`config.mk`:
```
export PLATFORM = sky130hd
export DESIGN_NAME = metropolis_particle_move
export DESIGN_NICKNAME = d
export VERILOG_FILES = /design/src/mpm_pkg.sv /design/src/mpm_prob.sv /design/src/metropolis_particle_move.sv
export SDC_FILE = /design/constraint.sdc
export NUM_CORES = 2
export LEC_CHECK = 0
export ABC_AREA = 1
export BUFFER_PORTS_ARGS = -buffer_cell sky130_fd_sc_hd__buf_2
export CORE_MARGIN = 2
export CORE_UTILIZATION = 55
export CTS_BUF_LIST = sky130_fd_sc_hd__clkbuf_16
export DETAILED_ROUTE_END_ITERATION = 8
export PLACE_DENSITY = 0.73
export SYNTH_ARGS = -nofsm -noshare
export SYNTH_HDL_FRONTEND = slang
export SYNTH_SLANG_ARGS = --single-unit
```
`constraint.sdc`:
```
create_clock -name i_clk -period 8.46 [get_ports i_clk]
set_input_delay 1.269 -clock i_clk [delete_from_list [all_inputs] [get_ports i_clk]]
set_output_delay 1.269 -clock i_clk [all_outputs]
set_load 0.01 [all_outputs]
```
`src/mpm_pkg.sv`:
```
package mpm_pkg;

    localparam int NUM_PARTICLES = 32;
    localparam int ADDR_W        = $clog2(NUM_PARTICLES);
    localparam int IDX_W         = 5;
    localparam int POS_W         = 16;
    localparam int DRAW_W        = 16;
    localparam int CFG_W         = 16;
    localparam int CFG_ADDR_W    = 3;
    localparam int COUNT_W       = 32;
    localparam int PROB_W        = 17;
    localparam int IN_DATA_W     = 88;
    localparam int OUT_DATA_W    = 72;

    // log2(e) in Q.16, used to turn a natural exponent into a power of two.
    localparam logic [16:0] LOG2E_Q16  = 17'd94548;
    // Beyond this power of two the probability is taken as zero.
    localparam logic [8:0]  SHIFT_LIMIT = 9'd16;

    localparam logic [CFG_W-1:0] BOX_WIDTH_RST  = 16'd40960;
    localparam logic [CFG_W-1:0] BOX_HEIGHT_RST = 16'd40960;
    localparam logic [CFG_W-1:0] MAX_STEP_X_RST = 16'd4096;
    localparam logic [CFG_W-1:0] MAX_STEP_Y_RST = 16'd4096;
    localparam logic [CFG_W-1:0] GRAVITY_RST    = 16'd4022;

    typedef enum logic [CFG_ADDR_W-1:0] {
        CFG_BOX_WIDTH  = 3'd0,
        CFG_BOX_HEIGHT = 3'd1,
        CFG_MAX_STEP_X = 3'd2,
        CFG_MAX_STEP_Y = 3'd3,
        CFG_GRAVITY    = 3'd4
    } t_cfg_reg;

    typedef enum logic {
        CMD_LOAD  = 1'b0,
        CMD_TRIAL = 1'b1
    } t_cmd;

    typedef enum logic [2:0] {
        S_IDLE,
        S_READ,
        S_PROP,
        S_START,
        S_WAIT,
        S_OUT
    } t_state;

    // 2^(-j/16) in Q1.16 for j = 0 .. 16.
    function automatic logic [PROB_W-1:0] pow2_neg(input logic [4:0] j);
        logic [PROB_W-1:0] v;
        case (j)
            5'd0:    v = 17'd65536;
            5'd1:    v = 17'd62757;
            5'd2:    v = 17'd60097;
            5'd3:    v = 17'd57549;
            5'd4:    v = 17'd55109;
            5'd5:    v = 17'd52773;
            5'd6:    v = 17'd50535;
            5'd7:    v = 17'd48393;
            5'd8:    v = 17'd46341;
            5'd9:    v = 17'd44376;
            5'd10:   v = 17'd42495;
            5'd11:   v = 17'd40693;
            5'd12:   v = 17'd38968;
            5'd13:   v = 17'd37316;
            5'd14:   v = 17'd35734;
            5'd15:   v = 17'd34219;
            5'd16:   v = 17'd32768;
            default: v = 17'd0;
        endcase
        return v;
    endfunction

endpackage

```
`src/mpm_prob.sv`:
```
module mpm_prob
    import mpm_pkg::*;
(
    input  logic              i_clk,
    input  logic              i_rst_n,
    input  logic              i_valid,
    input  logic [CFG_W-1:0]  i_gravity,
    input  logic [POS_W-1:0]  i_dy,
    output logic              o_valid,
    output logic [PROB_W-1:0] o_prob
);

    // Four stages: energy, base-2 exponent, table interpolation, shift.
    logic [3:0]        r_vld;
    logic [23:0]       r_e;
    logic [24:0]       r_t;
    logic [PROB_W-1:0] r_tj;
    logic [23:0]       r_prod;
    logic [8:0]        r_n;
    logic [PROB_W-1:0] r_prob;

    logic [31:0]       w_p1;
    logic [40:0]       w_p2;
    logic [4:0]        w_j;
    logic [PROB_W-1:0] w_tj;
    logic [PROB_W-1:0] w_tj1;
    logic [11:0]       w_diff;
    logic [PROB_W-1:0] w_v;

    always_comb begin
        w_p1   = 32'(i_gravity) * 32'(i_dy);
        w_p2   = 41'(r_e) * 41'(LOG2E_Q16);
        w_j    = {1'b0, r_t[15:12]};
        w_tj   = pow2_neg(w_j);
        w_tj1  = pow2_neg(w_j + 5'd1);
        w_diff = 12'(w_tj - w_tj1);
        w_v    = r_tj - PROB_W'(r_prod[23:12]);
    end

    always_ff @(posedge i_clk) begin
        if (!i_rst_n) begin
            r_vld <= '0;
        end else begin
            r_vld <= {r_vld[2:0], i_valid};
        end
    end

    always_ff @(posedge i_clk) begin
        r_e    <= w_p1[31:8];
        r_t    <= w_p2[40:16];
        r_tj   <= w_tj;
        r_prod <= 24'(w_diff) * 24'(r_t[11:0]);
        r_n    <= r_t[24:16];
        if (r_n > SHIFT_LIMIT) begin
            r_prob <= '0;
        end else begin
            r_prob <= w_v >> r_n[4:0];
        end
    end

    assign o_valid = r_vld[3];
    assign o_prob  = r_prob;

endmodule

```
`src/metropolis_particle_move.sv`:
```
// Channel      | Direction | Handshake                     | Content
// s_axis       | in        | s_axis_tvalid / s_axis_tready | load or trial item
// m_axis       | out       | m_axis_tvalid / m_axis_tready | one result per item
// cfg          | in        | i_cfg_valid / o_cfg_ready     | register index and data
//
// A load item goes straight to the output; a trial item passes through one position
// memory read, the displacement multiply, the box check, and the four-stage
// acceptance probability unit before the write-back.
// One item is worked on at a time; the output register lets the next item
// enter while a result waits for m_axis_tready. Reset clears the count and
// restores the register defaults; positions are undefined until loaded.
module metropolis_particle_move
    import mpm_pkg::*;
(
    input  logic                  i_clk,
    input  logic                  i_rst_n,
    input  logic                  s_axis_tvalid,
    output logic                  s_axis_tready,
    // [4:0] particle_index, [20:5] load_x, [36:21] load_y,
    // [52:37] step_draw_x, [68:53] step_draw_y, [84:69] accept_draw
    input  logic [IN_DATA_W-1:0]  s_axis_tdata,
    // [0] cmd
    input  logic [0:0]            s_axis_tuser,
    output logic                  m_axis_tvalid,
    input  logic                  m_axis_tready,
    // [0] accepted, [1] left_box, [6:2] moved_index, [22:7] new_x,
    // [38:23] new_y, [70:39] accept_total
    output logic [OUT_DATA_W-1:0] m_axis_tdata,
    input  logic                  i_cfg_valid,
    output logic                  o_cfg_ready,
    input  logic [CFG_ADDR_W-1:0] i_cfg_addr,
    input  logic [CFG_W-1:0]      i_cfg_data
);

    t_state r_state, n_state;

    logic [CFG_W-1:0] r_box_w, r_box_h, r_step_x, r_step_y, r_gravity;

    logic [31:0]       r_pos_mem [NUM_PARTICLES];
    logic [31:0]       r_rdata;

    logic [IDX_W-1:0]  r_idx;
    logic              r_ok;
    logic [DRAW_W-1:0] r_sx, r_sy, r_ad;
    logic signed [17:0] r_dx, r_dy;
    logic [POS_W-1:0]  r_ox, r_oy;
    logic [POS_W-1:0]  r_kx, r_ky;
    logic [POS_W-1:0]  r_dyp;
    logic              r_left;
    logic [COUNT_W-1:0] r_count;

    logic              r_res_acc, r_res_left;
    logic [POS_W-1:0]  r_res_x, r_res_y;

    logic                  r_m_valid;
    logic [OUT_DATA_W-1:0] r_m_data;

    logic               w_in_acc;
    logic [IDX_W-1:0]   w_in_idx;
    logic [POS_W-1:0]   w_in_lx, w_in_ly;
    logic               w_in_range;
    logic               w_out_free;
    logic signed [17:0] w_ux, w_uy;
    logic signed [34:0] w_mx, w_my;
    logic signed [18:0] w_px, w_py;
    logic               w_left;
    logic [POS_W-1:0]   w_kx, w_ky;
    logic               w_prob_start;
    logic               w_prob_valid;
    logic [PROB_W-1:0]  w_prob;
    logic               w_accept;
    logic               w_mem_we;
    logic [ADDR_W-1:0]  w_mem_wa;
    logic [31:0]        w_mem_wd;

    assign o_cfg_ready = 1'b1;

    assign w_in_idx   = s_axis_tdata[4:0];
    assign w_in_lx    = s_axis_tdata[20:5];
    assign w_in_ly    = s_axis_tdata[36:21];
    assign w_in_acc   = s_axis_tvalid && s_axis_tready;
    assign w_in_range = 32'(w_in_idx) < NUM_PARTICLES;
    assign w_out_free = !r_m_valid || m_axis_tready;

    // Displacement is floor((2u - 1.0) * step), taken from the product's upper bits.
    always_comb begin
        w_ux = $signed({1'b0, r_sx, 1'b0}) - 18'sd65536;
        w_uy = $signed({1'b0, r_sy, 1'b0}) - 18'sd65536;
        w_mx = 35'(w_ux) * 35'($signed({1'b0, r_step_x}));
        w_my = 35'(w_uy) * 35'($signed({1'b0, r_step_y}));
        w_px = $signed({3'b000, r_ox}) + 19'(r_dx);
        w_py = $signed({3'b000, r_oy}) + 19'(r_dy);
        w_left = w_px[18] || (w_px[17:0] > {2'b00, r_box_w})
              || w_py[18] || (w_py[17:0] > {2'b00, r_box_h});
        w_kx = w_left ? r_ox : w_px[15:0];
        w_ky = w_left ? r_oy : w_py[15:0];
    end

    assign w_accept = w_prob >= {1'b0, r_ad};

    mpm_prob u_prob (
        .i_clk     (i_clk),
        .i_rst_n   (i_rst_n),
        .i_valid   (w_prob_start),
        .i_gravity (r_gravity),
        .i_dy      (r_dyp),
        .o_valid   (w_prob_valid),
        .o_prob    (w_prob)
    );

    always_comb begin
        n_state       = r_state;
        s_axis_tready = 1'b0;
        w_prob_start  = 1'b0;
        w_mem_we      = 1'b0;
        w_mem_wa      = ADDR_W'(r_idx);
        w_mem_wd      = {r_ky, r_kx};
        case (r_state)
            S_IDLE: begin
                s_axis_tready = 1'b1;
                if (s_axis_tvalid) begin
                    if (s_axis_tuser[0] == CMD_LOAD || !w_in_range) begin
                        n_state = S_OUT;
                    end else begin
                        n_state = S_READ;
                    end
                    if (s_axis_tuser[0] == CMD_LOAD && w_in_range) begin
                        w_mem_we = 1'b1;
                        w_mem_wa = ADDR_W'(w_in_idx);
                        w_mem_wd = {w_in_ly, w_in_lx};
                    end
                end
            end
            S_READ:  n_state = S_PROP;
            S_PROP:  n_state = S_START;
            S_START: begin
                w_prob_start = 1'b1;
                n_state      = S_WAIT;
            end
            S_WAIT: begin
                if (w_prob_valid) begin
                    w_mem_we = w_accept;
                    n_state  = S_OUT;
                end
            end
            S_OUT: begin
                if (w_out_free) begin
                    n_state = S_IDLE;
                end
            end
            default: n_state = S_IDLE;
        endcase
    end

    always_ff @(posedge i_clk) begin
        if (!i_rst_n) begin
            r_state <= S_IDLE;
        end else begin
            r_state <= n_state;
        end
    end

    always_ff @(posedge i_clk) begin
        if (w_mem_we) begin
            r_pos_mem[w_mem_wa] <= w_mem_wd;
        end
        if (w_in_acc) begin
            r_rdata <= r_pos_mem[ADDR_W'(w_in_idx)];
        end
    end

    always_ff @(posedge i_clk) begin
        if (!i_rst_n) begin
            r_box_w   <= BOX_WIDTH_RST;
            r_box_h   <= BOX_HEIGHT_RST;
            r_step_x  <= MAX_STEP_X_RST;
            r_step_y  <= MAX_STEP_Y_RST;
            r_gravity <= GRAVITY_RST;
        end else if (i_cfg_valid) begin
            case (i_cfg_addr)
                CFG_BOX_WIDTH:  r_box_w   <= i_cfg_data;
                CFG_BOX_HEIGHT: r_box_h   <= i_cfg_data;
                CFG_MAX_STEP_X: r_step_x  <= i_cfg_data;
                CFG_MAX_STEP_Y: r_step_y  <= i_cfg_data;
                CFG_GRAVITY:    r_gravity <= i_cfg_data;
                default: ;
            endcase
        end
    end

    // Item datapath.
    always_ff @(posedge i_clk) begin
        if (r_state == S_IDLE && w_in_acc) begin
            r_idx      <= w_in_idx;
            r_ok       <= w_in_range;
            r_sx       <= s_axis_tdata[52:37];
            r_sy       <= s_axis_tdata[68:53];
            r_ad       <= s_axis_tdata[84:69];
            r_res_acc  <= 1'b0;
            r_res_left <= 1'b0;
            r_res_x    <= (s_axis_tuser[0] == CMD_LOAD && w_in_range) ? w_in_lx : '0;
            r_res_y    <= (s_axis_tuser[0] == CMD_LOAD && w_in_range) ? w_in_ly : '0;
        end
        if (r_state == S_READ) begin
            r_ox <= r_rdata[15:0];
            r_oy <= r_rdata[31:16];
            r_dx <= w_mx[33:16];
            r_dy <= w_my[33:16];
        end
        if (r_state == S_PROP) begin
            r_kx   <= w_kx;
            r_ky   <= w_ky;
            r_left <= w_left;
            r_dyp  <= (w_ky > r_oy) ? (w_ky - r_oy) : '0;
        end
        if (r_state == S_WAIT && w_prob_valid) begin
            r_res_acc  <= w_accept;
            r_res_left <= r_left;
            r_res_x    <= w_accept ? r_kx : r_ox;
            r_res_y    <= w_accept ? r_ky : r_oy;
        end
    end

    always_ff @(posedge i_clk) begin
        if (!i_rst_n) begin
            r_count <= '0;
        end else if (r_state == S_WAIT && w_prob_valid && w_accept) begin
            r_count <= r_count + COUNT_W'(1);
        end
    end

    // Output register: frees the item path while a result waits downstream.
    always_ff @(posedge i_clk) begin
        if (!i_rst_n) begin
            r_m_valid <= 1'b0;
        end else if (r_state == S_OUT && w_out_free) begin
            r_m_valid <= 1'b1;
        end else if (m_axis_tready) begin
            r_m_valid <= 1'b0;
        end
    end

    always_ff @(posedge i_clk) begin
        if (r_state == S_OUT && w_out_free) begin
            r_m_data <= {1'b0, r_count, r_res_y, r_res_x, r_idx,
                         r_res_left && r_ok, r_res_acc && r_ok};
        end
    end

    assign m_axis_tvalid = r_m_valid;
    assign m_axis_tdata  = r_m_data;

endmodule
```
==> impl_metrics.tcl <==
set metrics [dict create \
    clock_latency_ps 820 \
    hold_class "flop to flop" \
    min_period_over_period_pct 91.82 \
    ant_nets 0 \
    num-fill-cells 15520 \
    start_util_pct 55.42 \
    cts_buffer_depth 3 \
    cts_resized 0 \
    grt_usage_pct 29.85 \
    synth_edf_count 1331 \
    yosysTopAreaCellShare_pct 38.32 \
    grt_pass1_wl_mm 441.6 \
    finalMaxSlewViolations 0 \
    period_needed_ps 7768 \
    outcome "completed" \
    firstDrtPassIters 7 \
    dr_total_vias 75270 \
    max_clock_freq_mhz 128.7 \
    postCtsHoldBufs 0 \
    avgViaCountPerCell 5.770 \
    ys_types 61 \
    critical_path_class "flop to flop" \
    grt_overflow_total 0 \
    crit_top_cell "nand2_1" \
    rr_worst_depth 34 \
    skew_ps 49.84 \
    yosys-top-cells-area "edfxtp_1 38%, fa_1 18%, ha_1 7.6%" \
    fp.dieW_um 439.5 \
    cp_data_required_time_ps 9150 \
    slowest_delay_ps 510 \
    crit_path_end_kind "flop" \
    finalSetupViolCount 0 \
    ys_warn_count 0 \
    portBuffers 182 \
    synthesis.area_sq_um 104300 \
    crit_fanout 15 \
    setup-tns-final_ps 0 \
    synthToLayoutAreaGrowth_pct 8.234 \
    first_global_vias 76730 \
    antenna_found_initial 14 \
    synth.avg_cell_area_sq_um 9.989 \
    path_clk_slew_ps 60 \
    numCtsBuffers 168 \
    die_area_sq_um 193100 \
    die_y_um 439.5 \
    cts_root_buf "clkbuf_16" \
    timing_worst_slew_pin_value_ps 1401 \
    startpoint_type "flop" \
    cap_violations 0 \
    synth_area_leader_cell "edfxtp_1" \
    rsz0062_at_grt "no" \
    holdPathStages 0 \
    wl_mm 284.9 \
    rows 159 \
    cts_num_sinks 1572 \
    yosys-top-cells-count "1781 x inv_1, 1668 x nand2_1, 1331 x edfxtp_1" \
    drt_iter0_drc 7967 \
    grt_max_degree 202 \
    drive_above_1_share_pct 6.193 \
    coreArea_sq_um 188200 \
    synthMostInstantiatedCell "inv_1" \
    crit_slowest_cell "fa_1" \
    synth_nets 12130 \
    drc 0 \
    worst_ep_arrival_time_ps 8450 \
    synth_seq_area_share_pct 42.95 \
    synthArstFlopShare_pct 0 \
    pin_count 188 \
    cts_tree "yes" \
    gp_congestion 0.9592 \
    ys_ff_latch 1572 \
    hpwlAfterDp_mm 198.6 \
    cts_setup_buffers 0 \
    netlist_instances 10440 \
    hold_viol_final 0 \
    maxSlewHeadroom_pct 6.617 \
    wire_per_inst_um 21.84 \
    nNetsFinal 12090 \
    synth_ff_type "edfxtp_1" \
    cts_max_level 4 \
]
[state kept, by name, indices dropped and copies added, names as in the netlist, 17 cells and up]
register,flops
r_pos_mem,1024
m_axis_tdata,71
r_count,32
r_rdata,32
u_prob.r_t,25
u_prob.r_e,24
r_dx,18
r_dy,18
u_prob.o_prob,17
u_prob.r_tj,17
u_prob.w_tj,17
[area by class of cell]
class	instances	area, sq um	area share, %
multi-input cells	6578	51110	45.28
flip-flops and latches	1572	44790	39.68
inverters	1807	6800	6.024
clock buffers	170	4254	3.769
well taps	2495	3122	2.765
repair buffers	280	1728	1.531
clock inverters	137	1064	0.9421
diodes	5	12.51	0.01108
[cells in the final DEF (no fill, tap or decap), types with 13 or more instances in the layout]
cell type and n:
o22ai_1 74, nand4_1 47, o21ai_1 45, xor2_1 121, nand2_1 1667, o221ai_1 185
nor4_1 19, a31oi_1 64, o211ai_1 18, nor2_1 960, ha_1 632, inv_2 13
inv_1 1817, a32oi_1 21, fa_1 940, clkinv_2 21, xnor2_1 61, o21bai_1 25
clkbuf_16 170, nand3_1 292, nor3_1 63, dfxtp_1 240, nor2_4 38, or2_2 16
clkinv_1 46, a21oi_1 352, edfxtp_1 1331, buf_4 94, buf_2 179, o21ai_2 26
a21o_1 27, o21ai_0 794
[logic make-up after synthesis]
logic type	synth area share [%]
buffers and inverters	8.406
xor gates and xnor gates	1.638
DFF	42.95
and+or+nand+nor	12.09
adders and majority gates	25.63
other	0.007201
AOI/OAI and AO/OA	9.282
[routing by layer]
| layer | GRT usage [%] | share of wire (%) |
|---|---|---|
| met1 | 39.38 | 39 |
| met2 | 48.64 | 47 |
| met3 | 4.685 | 8.3 |
| met4 | 14.01 | 5.2 |
| met5 | 0 | 0.024 |
[critical path, delay by kind of cell, from the launching register on]
| kind | cells | cell delay (ps) |
|---|---|---|
| XOR/XNOR | 1 | 140 |
| buffers and inverters | 5 | 420 |
| AO/OA/AOI/OAI | 7 | 1170 |
| adder cells (fa/ha/maj) | 10 | 4100 |
| AND/OR/NAND/NOR | 11 | 1450 |
| flip-flops | 1 | 370 |
[final timing paths]
kind | from | endpoint | slack, ps
setup / recovery | u_prob.r_t[12] | u_prob.r_prod[22] | 690
hold reg to reg | u_prob.r_t[17] | u_prob.r_n[1] | 330
setup reg to reg | u_prob.r_t[12] | u_prob.r_prod[22] | 690
hold / removal | u_prob.r_t[17] | u_prob.r_n[1] | 330
[per-stage QoR]
stage,utilization (%),setup WS (ps),cells,cell area [sq um],hold slack [ps]
after global routing,59.98,10.82,13040,112900,325.4
final,59.98,691.9,13040,112900,325.2
after detailed placement,57.15,624.7,12730,107600,312.1
after global placement,57.15,657.5,12730,107600,311.8
after CTS,59.97,603.0,13040,112900,324.3
after floorplan,-,1660,10440,104300,309.6
Power is not shown: default switching activity piles up to over one toggle a cycle in this logic, so the estimate is an artifact.
